--- config.mk ---
export PLATFORM = sky130hd
export DESIGN_NAME = dead_reckoning_pose_integrator
export DESIGN_NICKNAME = d
export VERILOG_FILES = /design/src/rtl/core/drpi_pkg.sv /design/src/rtl/core/drpi_cordic.sv /design/src/rtl/core/drpi_mul.sv /design/src/rtl/core/dead_reckoning_pose_integrator.sv
export VERILOG_INCLUDE_DIRS = /design/src /design/src/rtl/core
export SDC_FILE = /design/constraint.sdc
export NUM_CORES = 2
export LEC_CHECK = 0
export BUFFER_PORTS_ARGS = -buffer_cell sky130_fd_sc_hd__buf_2
export CORE_ASPECT_RATIO = 1.75
export CORE_MARGIN = 4
export CORE_UTILIZATION = 58
export DETAILED_ROUTE_END_ITERATION = 8
export GPL_ROUTABILITY_DRIVEN = 0
export HOLD_SLACK_MARGIN = 0.06
export PLACE_DENSITY = 0.79
export SETUP_SLACK_MARGIN = 0.4
export SYNTH_ARGS = -nofsm -noshare
export SYNTH_HDL_FRONTEND = slang
export SYNTH_SLANG_ARGS = --single-unit
--- constraint.sdc ---
create_clock -name aclk -period 12.95 [get_ports aclk]
set_input_delay 0 -clock aclk [delete_from_list [all_inputs] [get_ports aclk]]
set_output_delay 0 -clock aclk [all_outputs]
set_load 0.05 [all_outputs]
--- src/rtl/core/dead_reckoning_pose_integrator_assert.svh ---
// Assertion macros shared by the pose integrator RTL.
`ifndef DEAD_RECKONING_POSE_INTEGRATOR_ASSERT_SVH
`define DEAD_RECKONING_POSE_INTEGRATOR_ASSERT_SVH

// The condition implies the property in the same cycle.
`define DRPI_ASSERT_IMP(name, cond, prop, msg) \
    name: assert property (@(posedge aclk) disable iff (!aresetn) (cond) |-> (prop)) \
        else $error(msg);

// The condition implies the property in the following cycle.
`define DRPI_ASSERT_NXT(name, cond, prop, msg) \
    name: assert property (@(posedge aclk) disable iff (!aresetn) (cond) |=> (prop)) \
        else $error(msg);

`endif

--- src/rtl/core/drpi_pkg.sv ---
`default_nettype none

package drpi_pkg;

    localparam int CORDIC_STEPS_DEFAULT = 16;
    localparam int ATAN_LEN = 30;
    localparam int CORDIC_W = 34;
    localparam int MUL_A_W = 44;
    localparam int MUL_B_W = 24;
    localparam int MUL_P_W = MUL_A_W + MUL_B_W;
    localparam int OP_W = 2;
    localparam int S_TDATA_W = 176;
    localparam int M_TDATA_W = 160;

    localparam logic signed [CORDIC_W-1:0] GAIN_Q30 = 34'sd652032874;

    localparam logic [OP_W-1:0] OP_TICK = 2'd0;
    localparam logic [OP_W-1:0] OP_SET_VEL = 2'd1;
    localparam logic [OP_W-1:0] OP_SET_POSE = 2'd2;

    typedef enum logic [3:0] {
        ST_IDLE,
        ST_CORD1,
        ST_MX1,
        ST_MX2,
        ST_MX3,
        ST_MX4,
        ST_MX5,
        ST_MX6,
        ST_QSTART,
        ST_CORD2,
        ST_OUT
    } state_t;

    typedef struct packed {
        logic        start;
        logic [31:0] angle;
    } cordic_req_t;

    typedef struct packed {
        logic                       done;
        logic signed [CORDIC_W-1:0] cos_val;
        logic signed [CORDIC_W-1:0] sin_val;
    } cordic_rsp_t;

    function automatic logic [29:0] atan_at(input logic [4:0] idx);
        logic [29:0] val;
        case (idx)
            5'd0: val = 30'd536870912;
            5'd1: val = 30'd316933405;
            5'd2: val = 30'd167458907;
            5'd3: val = 30'd85004756;
            5'd4: val = 30'd42667331;
            5'd5: val = 30'd21354465;
            5'd6: val = 30'd10680862;
            5'd7: val = 30'd5340245;
            5'd8: val = 30'd2670163;
            5'd9: val = 30'd1335086;
            5'd10: val = 30'd667544;
            5'd11: val = 30'd333772;
            5'd12: val = 30'd166886;
            5'd13: val = 30'd83443;
            5'd14: val = 30'd41721;
            5'd15: val = 30'd20860;
            5'd16: val = 30'd10430;
            5'd17: val = 30'd5215;
            5'd18: val = 30'd2607;
            5'd19: val = 30'd1303;
            5'd20: val = 30'd651;
            5'd21: val = 30'd325;
            5'd22: val = 30'd162;
            5'd23: val = 30'd81;
            5'd24: val = 30'd40;
            5'd25: val = 30'd20;
            5'd26: val = 30'd10;
            5'd27: val = 30'd5;
            5'd28: val = 30'd2;
            5'd29: val = 30'd1;
            default: val = 30'd0;
        endcase
        return val;
    endfunction

endpackage

`default_nettype wire

--- src/rtl/core/drpi_cordic.sv ---
`default_nettype none

module drpi_cordic #(
    parameter int CORDIC_STEPS = drpi_pkg::CORDIC_STEPS_DEFAULT
) (
    input  wire                 aclk,
    input  wire                 aresetn,
    input  wire drpi_pkg::cordic_req_t req,
    output drpi_pkg::cordic_rsp_t rsp
);

    localparam int STEP_W = $clog2(CORDIC_STEPS);
    localparam int CW = drpi_pkg::CORDIC_W;

    logic signed [CW-1:0] x_reg, x_next;
    logic signed [CW-1:0] y_reg, y_next;
    logic signed [CW-1:0] z_reg, z_next;
    logic [STEP_W-1:0]    step_reg, step_next;
    logic                 busy_reg, busy_next;
    logic                 done_reg, done_next;
    logic                 flip_reg, flip_next;

    logic [31:0]          ang_plus;
    logic [31:0]          ang_adj;
    logic signed [CW-1:0] dx;
    logic signed [CW-1:0] dy;
    logic signed [CW-1:0] atan_val;

    always_comb begin
        ang_plus = req.angle + 32'h4000_0000;
        ang_adj = ang_plus[31] ? (req.angle + 32'h8000_0000) : req.angle;
        dx = y_reg >>> step_reg;
        dy = x_reg >>> step_reg;
        atan_val = signed'({4'b0000, drpi_pkg::atan_at(5'(step_reg))});

        x_next = x_reg;
        y_next = y_reg;
        z_next = z_reg;
        step_next = step_reg;
        busy_next = busy_reg;
        flip_next = flip_reg;
        done_next = 1'b0;

        if (req.start) begin
            x_next = drpi_pkg::GAIN_Q30;
            y_next = '0;
            z_next = CW'(signed'(ang_adj));
            step_next = '0;
            busy_next = 1'b1;
            flip_next = ang_plus[31];
        end else if (busy_reg) begin
            if (!z_reg[CW-1]) begin
                x_next = x_reg - dx;
                y_next = y_reg + dy;
                z_next = z_reg - atan_val;
            end else begin
                x_next = x_reg + dx;
                y_next = y_reg - dy;
                z_next = z_reg + atan_val;
            end
            step_next = step_reg + 1'b1;
            if (step_reg == STEP_W'(CORDIC_STEPS - 1)) begin
                busy_next = 1'b0;
                done_next = 1'b1;
            end
        end
    end

    always_ff @(posedge aclk) begin
        if (!aresetn) begin
            busy_reg <= 1'b0;
            done_reg <= 1'b0;
        end else begin
            busy_reg <= busy_next;
            done_reg <= done_next;
        end
        x_reg <= x_next;
        y_reg <= y_next;
        z_reg <= z_next;
        step_reg <= step_next;
        flip_reg <= flip_next;
    end

    assign rsp = '{
        done: done_reg,
        cos_val: flip_reg ? -x_reg : x_reg,
        sin_val: flip_reg ? -y_reg : y_reg
    };

endmodule

`default_nettype wire

--- src/rtl/core/drpi_mul.sv ---
`default_nettype none

module drpi_mul (
    input  wire                                    aclk,
    input  wire logic signed [drpi_pkg::MUL_A_W-1:0] a_in,
    input  wire logic signed [drpi_pkg::MUL_B_W-1:0] b_in,
    output logic signed [drpi_pkg::MUL_P_W-1:0]      p_out
);

    logic signed [drpi_pkg::MUL_P_W-1:0] p_reg, p_next;

    assign p_next = drpi_pkg::MUL_P_W'(a_in) * drpi_pkg::MUL_P_W'(b_in);

    always_ff @(posedge aclk) begin
        p_reg <= p_next;
    end

    assign p_out = p_reg;

endmodule

`default_nettype wire

--- src/rtl/core/dead_reckoning_pose_integrator.sv ---
`default_nettype none

// Planar dead-reckoning pose integrator. A set-velocity transaction (tuser 1) loads the
// forward speed and turn rate, and a set-pose transaction (tuser 2) loads x, y and the
// heading; neither gives a result. A tick transaction (tuser 0) advances
// the pose by speed times the cosine and sine of the old heading times dt, adds turn rate
// times dt to the heading, and returns one result with the tick count, the pose and the
// yaw quaternion of the new heading. A tick holds s_tready low through two passes of the
// shared CORDIC unit, which runs one iteration per cycle, the five products of the shared
// pipelined multiplier between them, a state that starts the second pass and a state that
// loads the output register. Unused tuser code 3 is dropped. A finished result waits in an
// output register, so new transactions are taken while it is still unread; a tick that
// finishes before that result is read waits in its output state until the output register
// is free.
module dead_reckoning_pose_integrator #(
    parameter int CORDIC_STEPS = drpi_pkg::CORDIC_STEPS_DEFAULT
) (
    input  wire                               aclk,
    input  wire                               aresetn,
    input  wire                               s_tvalid,
    output logic                              s_tready,
    // From bit 0 up: dt, lin_vel, ang_vel, new_x, new_y, new_heading, zero fill.
    input  wire  [drpi_pkg::S_TDATA_W-1:0]    s_tdata,
    // Bits 1:0: op.
    input  wire  [drpi_pkg::OP_W-1:0]         s_tuser,
    output logic                              m_tvalid,
    input  wire                               m_tready,
    // From bit 0 up: seq, pos_x, pos_y, heading, quat_z, quat_w.
    output logic [drpi_pkg::M_TDATA_W-1:0]    m_tdata
);

    localparam int PW = drpi_pkg::MUL_P_W;
    localparam int AW = drpi_pkg::MUL_A_W;
    localparam int BW = drpi_pkg::MUL_B_W;
    localparam int CW = drpi_pkg::CORDIC_W;

    logic [19:0]        in_dt;
    logic signed [23:0] in_lin_vel;
    logic signed [31:0] in_ang_vel;
    logic [31:0]        in_new_x;
    logic [31:0]        in_new_y;
    logic [31:0]        in_new_heading;
    logic               in_accept;

    drpi_pkg::state_t   state_reg, state_next;
    logic [31:0]        x_acc_reg, x_acc_next;
    logic [31:0]        y_acc_reg, y_acc_next;
    logic [31:0]        heading_reg, heading_next;
    logic signed [23:0] speed_reg, speed_next;
    logic signed [31:0] turn_rate_reg, turn_rate_next;
    logic [31:0]        seq_count_reg, seq_count_next;
    logic [19:0]        dt_reg, dt_next;
    logic signed [AW-1:0] px_reg, px_next;
    logic signed [AW-1:0] py_reg, py_next;
    logic signed [31:0] dx_reg, dx_next;
    logic signed [31:0] dy_reg, dy_next;
    logic               m_tvalid_reg, m_tvalid_next;
    logic [drpi_pkg::M_TDATA_W-1:0] m_tdata_reg, m_tdata_next;

    drpi_pkg::cordic_req_t cordic_req;
    drpi_pkg::cordic_rsp_t cordic_rsp;
    logic signed [AW-1:0] mul_a;
    logic signed [BW-1:0] mul_b;
    logic signed [PW-1:0] mul_p;
    logic signed [PW-1:0] round36;
    logic signed [PW-1:0] round20;
    logic               out_free;
    logic               out_load;
    logic [15:0]        quat_z;
    logic [15:0]        quat_w;

    function automatic logic [31:0] sat_add(input logic [31:0] acc,
                                            input logic signed [31:0] d);
        logic signed [33:0] sum;
        sum = 34'(signed'(acc)) + 34'(d);
        if (sum > 34'sd2147483647) begin
            return 32'h7FFF_FFFF;
        end else if (sum < -34'sd2147483648) begin
            return 32'h8000_0000;
        end
        return sum[31:0];
    endfunction

    function automatic logic [15:0] to_q15(input logic signed [CW-1:0] v);
        logic signed [CW-1:0] r;
        r = (v + CW'(16384)) >>> 15;
        if (r > CW'(32767)) begin
            return 16'h7FFF;
        end else if (r < -CW'(32768)) begin
            return 16'h8000;
        end
        return r[15:0];
    endfunction

    assign in_dt = s_tdata[19:0];
    assign in_lin_vel = s_tdata[43:20];
    assign in_ang_vel = s_tdata[75:44];
    assign in_new_x = s_tdata[107:76];
    assign in_new_y = s_tdata[139:108];
    assign in_new_heading = s_tdata[171:140];
    assign in_accept = s_tvalid && s_tready;
    assign out_free = !m_tvalid_reg || m_tready;

    drpi_cordic #(
        .CORDIC_STEPS(CORDIC_STEPS)
    ) u_cordic (
        .aclk    (aclk),
        .aresetn (aresetn),
        .req     (cordic_req),
        .rsp     (cordic_rsp)
    );

    drpi_mul u_mul (
        .aclk  (aclk),
        .a_in  (mul_a),
        .b_in  (mul_b),
        .p_out (mul_p)
    );

    always_comb begin
        state_next = state_reg;
        case (state_reg)
            drpi_pkg::ST_IDLE: begin
                if (in_accept && s_tuser == drpi_pkg::OP_TICK) begin
                    state_next = drpi_pkg::ST_CORD1;
                end
            end
            drpi_pkg::ST_CORD1: begin
                if (cordic_rsp.done) begin
                    state_next = drpi_pkg::ST_MX1;
                end
            end
            drpi_pkg::ST_MX1: state_next = drpi_pkg::ST_MX2;
            drpi_pkg::ST_MX2: state_next = drpi_pkg::ST_MX3;
            drpi_pkg::ST_MX3: state_next = drpi_pkg::ST_MX4;
            drpi_pkg::ST_MX4: state_next = drpi_pkg::ST_MX5;
            drpi_pkg::ST_MX5: state_next = drpi_pkg::ST_MX6;
            drpi_pkg::ST_MX6: state_next = drpi_pkg::ST_QSTART;
            drpi_pkg::ST_QSTART: state_next = drpi_pkg::ST_CORD2;
            drpi_pkg::ST_CORD2: begin
                if (cordic_rsp.done) begin
                    state_next = drpi_pkg::ST_OUT;
                end
            end
            drpi_pkg::ST_OUT: begin
                if (out_free) begin
                    state_next = drpi_pkg::ST_IDLE;
                end
            end
            default: state_next = drpi_pkg::ST_IDLE;
        endcase
    end

    always_comb begin
        s_tready = 1'b0;
        out_load = 1'b0;
        cordic_req = '{start: 1'b0, angle: heading_reg};
        mul_a = '0;
        mul_b = '0;
        case (state_reg)
            drpi_pkg::ST_IDLE: begin
                s_tready = 1'b1;
                cordic_req.start = in_accept && s_tuser == drpi_pkg::OP_TICK;
            end
            drpi_pkg::ST_MX1: begin
                mul_a = AW'(cordic_rsp.cos_val);
                mul_b = speed_reg;
            end
            drpi_pkg::ST_MX2: begin
                mul_a = AW'(cordic_rsp.sin_val);
                mul_b = speed_reg;
            end
            drpi_pkg::ST_MX3: begin
                mul_a = px_reg;
                mul_b = signed'({4'b0000, dt_reg});
            end
            drpi_pkg::ST_MX4: begin
                mul_a = py_reg;
                mul_b = signed'({4'b0000, dt_reg});
            end
            drpi_pkg::ST_MX5: begin
                mul_a = AW'(turn_rate_reg);
                mul_b = signed'({4'b0000, dt_reg});
            end
            drpi_pkg::ST_QSTART: begin
                cordic_req = '{start: 1'b1, angle: {1'b0, heading_reg[31:1]}};
            end
            drpi_pkg::ST_OUT: begin
                out_load = out_free;
            end
            default: begin
                out_load = 1'b0;
            end
        endcase
    end

    assign round36 = mul_p + (PW'(1) <<< 35);
    assign round20 = mul_p + (PW'(1) <<< 19);
    assign quat_z = to_q15(cordic_rsp.sin_val);
    assign quat_w = to_q15(cordic_rsp.cos_val);

    always_comb begin
        x_acc_next = x_acc_reg;
        y_acc_next = y_acc_reg;
        heading_next = heading_reg;
        speed_next = speed_reg;
        turn_rate_next = turn_rate_reg;
        seq_count_next = seq_count_reg;
        dt_next = dt_reg;
        px_next = px_reg;
        py_next = py_reg;
        dx_next = dx_reg;
        dy_next = dy_reg;
        m_tdata_next = m_tdata_reg;
        m_tvalid_next = m_tvalid_reg && !m_tready;

        if (in_accept) begin
            case (s_tuser)
                drpi_pkg::OP_TICK: begin
                    seq_count_next = seq_count_reg + 32'd1;
                    dt_next = in_dt;
                end
                drpi_pkg::OP_SET_VEL: begin
                    speed_next = in_lin_vel;
                    turn_rate_next = in_ang_vel;
                end
                drpi_pkg::OP_SET_POSE: begin
                    x_acc_next = in_new_x;
                    y_acc_next = in_new_y;
                    heading_next = in_new_heading;
                end
                default: begin
                    dt_next = dt_reg;
                end
            endcase
        end

        case (state_reg)
            drpi_pkg::ST_MX2: px_next = mul_p[AW+13:14];
            drpi_pkg::ST_MX3: py_next = mul_p[AW+13:14];
            drpi_pkg::ST_MX4: dx_next = round36[PW-1:36];
            drpi_pkg::ST_MX5: begin
                dy_next = round36[PW-1:36];
                x_acc_next = sat_add(x_acc_reg, dx_reg);
            end
            drpi_pkg::ST_MX6: begin
                heading_next = heading_reg + round20[51:20];
                y_acc_next = sat_add(y_acc_reg, dy_reg);
            end
            default: begin
                px_next = px_reg;
            end
        endcase

        if (out_load) begin
            m_tvalid_next = 1'b1;
            m_tdata_next = {quat_w, quat_z, heading_reg, y_acc_reg, x_acc_reg, seq_count_reg};
        end
    end

    always_ff @(posedge aclk) begin
        if (!aresetn) begin
            state_reg <= drpi_pkg::ST_IDLE;
            m_tvalid_reg <= 1'b0;
            x_acc_reg <= '0;
            y_acc_reg <= '0;
            heading_reg <= '0;
            speed_reg <= '0;
            turn_rate_reg <= '0;
            seq_count_reg <= '0;
        end else begin
            state_reg <= state_next;
            m_tvalid_reg <= m_tvalid_next;
            x_acc_reg <= x_acc_next;
            y_acc_reg <= y_acc_next;
            heading_reg <= heading_next;
            speed_reg <= speed_next;
            turn_rate_reg <= turn_rate_next;
            seq_count_reg <= seq_count_next;
        end
        dt_reg <= dt_next;
        px_reg <= px_next;
        py_reg <= py_next;
        dx_reg <= dx_next;
        dy_reg <= dy_next;
        m_tdata_reg <= m_tdata_next;
    end

    assign m_tvalid = m_tvalid_reg;
    assign m_tdata = m_tdata_reg;

`include "dead_reckoning_pose_integrator_assert.svh"

    `DRPI_ASSERT_IMP(a_cordic_done_when_waited, cordic_rsp.done, (state_reg == drpi_pkg::ST_CORD1 || state_reg == drpi_pkg::ST_CORD2), "CORDIC finished outside a wait state")
    `DRPI_ASSERT_IMP(a_result_from_out_state, $rose(m_tvalid), ($past(state_reg) == drpi_pkg::ST_OUT), "result appeared without a finished tick")
    `DRPI_ASSERT_NXT(a_seq_only_on_tick, (in_accept && s_tuser != drpi_pkg::OP_TICK), $stable(seq_count_reg), "sequence count moved on a non-tick transaction")

endmodule

`default_nettype wire
==> impl_metrics.yaml <==
run_status:
  status: "finished, violations left"
  violations: "max-capacitance violations, max-slew violations"
route:
  drc: 0
  vias: 69960
  first_iter_violations: 7679
  wl_met3_um: 33780
  ant_nets: 0
  vias_per_cell: 6.377
  wl_met1_um: 84090
  firstDrtPassIters: 7
  routed.top_layer: "met5"
  routedWlPerCell_um: 25.11
  wl_met2_um: 126300
  totalWireLength_um: 275500
floorplan:
  initial_core_util_pct: 58.42
  die_h_um: 497.5
  core-area_um2: 135900
  placementRows: 179
  die_area_um2: 143200
  dieWidth_um: 287.7
  ios: 344
cells_and_area:
  nNetsFinal: 10700
  fin_area_um2: 88000
  largest_reg_flops: 160
  finalNonFillerCells: 10970
  syn_to_final_growth_pct: 10.80
  drive_gt1_share_pct: 9.449
global_route:
  gr-total-overflow: 0
  grt_max_degree: 80
  grt_pass1_wl_um: 413400
  grt.total_usage_pct: 38.14
  grt_antenna_before_repair: 24
  grt_pass1_vias: 72280
pwr:
  p_sw_uw: 5084
  combPwrFrac_pct: 54.4
  vdd_ir_drop_max_v: 0.0001138
  swShare_pct: 43.81
  internal_power_uw: 6521
  power.leakage_uw: 0.03983
  p_clk_share_pct: 19.3
  p_seq_share_pct: 26.3
  cellPowerDensity_nw_per_um2: 131.9
yosys:
  synth-seq-cells: 714
  yosys.area.top_type_share_pct: 26.52
  ys.flop_type: "edfxtp_1"
  synth_edf_count: 367
  async_flop_share_pct: 0
  synthesis.area_um2: 79420
  synthTopCellsByCount: "1311 x nand2_1, 1201 x inv_1, 1052 x fa_1"
  yosysMostFrequentCell: "nand2_1"
  synth.area.top_cells: "fa_1 27%, edfxtp_1 14%, dfxtp_1 8.7%"
  synth_cells: 8743
  yosys_warnings: 0
  synth.avg_cell_area_um2: 9.084
  ys_types: 102
  ys_seq_area_share_pct: 22.62
  synth_fp_nets: 10360
  yosys.area.top_type: "fa_1"
cts:
  cts-htree-levels: 3
  cts_made_buffers: 70
  cts_num_sinks: 714
  clk-insertion-delay-late_ns: 0.74
  cts_tree: "done"
  cts-root-buf: "clkbuf_16"
  cts_max_path_buffers: 3
  cts.clk_slew.worst_paths_ns: 0.06
setup_path:
  worstSetupStartpointType: "flop"
  cp.buffers_inverters: 6
  arrival_ns: 12.47
  slowest_delay_ns: 1.25
  cp_max_fo: 22
  cp-end-kind: "flop"
  slowest_stage: "o21bai_1"
  cp_top_family: "adder cells"
  critPathRequiredTime_ns: 13.56
  path_class: "reg2reg"
  crit_path_frequent_cell: "fa_1"
timing:
  setup_viol_count_final: 0
  fin_tns_setup_ns: 0
  period_share_pct: 91.65
  min_period_ns: 11.87
  grt_setup_unrepaired: "no"
  skew_ns: 0.07775
  hold_viol_final: 0
  finalMaxSlewViolations: 4
  relSlewSlack_pct: -7.056
  max_freq_mhz: 84.26
  worstMarginPinSlew_ns: 1.603
worst_hold_path:
  hold_path.class: "in2reg"
placement:
  dp.cells: 10580
  port_buffers: 339
  hpwl_um: 202000
  place_area_um2: 83000
flow_run:
  drv_cap: 2
[logic make-up after synthesis]
kind of cell               after synthesis  share of synthesized area (%)
xor gates and xnor gates               501                          5.525
adders and majority gates             1435                          32.55
muxes                                  243                          4.326
DFF                                    714                          22.62
AOI/OAI and AO/OA                     1499                          12.33
buffers and inverters                 1690                          8.093
and+or+nand+nor                       2661                          14.55
[path summary, 6_finish.rpt]
path | from | to | slack (ns) | depth (start not counted)
worst max-delay path | u_cordic.x_reg[2] | u_mul.p_out[45] | 1.08 | 30
worst min-delay path | s_tdata[66] | turn_rate_reg[22] | 0.07 | 4
worst max register to register | u_cordic.x_reg[2] | u_mul.p_out[45] | 1.08 | 30
worst min register to register | u_mul.p_out[15] | px_reg[1] | 0.44 | 0
[stage by stage]
stage	worst slack, ns	util, %	total power [uW]	hold slack [ns]
after floorplan	3.089	-	7688	0.09887
after global placement	1.727	61.05	8884	0.1789
after detailed placement	1.518	61.05	9069	0.1785
after CTS	1.448	64.70	11360	0.06001
after global routing	0.5538	64.71	12220	0.09463
final	1.081	64.73	11600	0.07245
[per-layer routing]
metal | global-route usage, % | vias to the layer above
li1 | - | 29380
met2 | 60.92 | 4941
met4 | 32.96 | 8
met3 | 11.99 | 1836
met5 | 0 | -
met1 | 40.63 | 33790
[power by group through the flow]
stage                     Combinational (uW)  Clock (uW)  Sequential, uW
after floorplan                         4870           0            2820
after global placement                  5820           0            3060
after detailed placement                6000           0            3070
after CTS                               6090        2240            3020
after global routing                    6830        2330            3070
final                                   6310        2240            3050
[layout by cell type, fill, tap and decap left out, drive strengths merged, types with 126 or more instances in the layout]
cell type / synthesis / routed
buf: 81 / 482
fa: 1052 / 1052
o21ai: 329 / 329
edfxtp: 367 / 367
xor2: 214 / 214
mux2i: 137 / 137
nand2: 1311 / 1311
nand3: 126 / 126
dfxtp: 347 / 347
ha: 383 / 383
dlygate4sd3: 0 / 247
a21oi: 452 / 452
a21o: 136 / 136
inv: 1226 / 1240
xnor2: 287 / 287
nor2: 713 / 713
[tightest hold or removal path, delay by kind of cell]
family                 cells  cell delay, ns
and+or+nand+nor            1            0.05
AOI/OAI and AO/OA          1            0.05
buffers and inverters      2            0.65
[area by class of cell]
class	instances	area (um2)
Antenna cell	16	40.04
Clock buffer	76	1805
Clock inverter	54	680.7
Fill cell	10610	47940
Inverter	1232	4629
Multi-Input combinational cell	6339	55340
Sequential cell	714	17980
Tap cell	1810	2265
Timing Repair Buffer	729	5255
[what timing repair did]
item                      CTS  global route
hold buffers              247             0
hold endpoints to repair  176             0
resized for setup           0             0
buffers inserted            0             0
(Power assumes the default switching activity.)
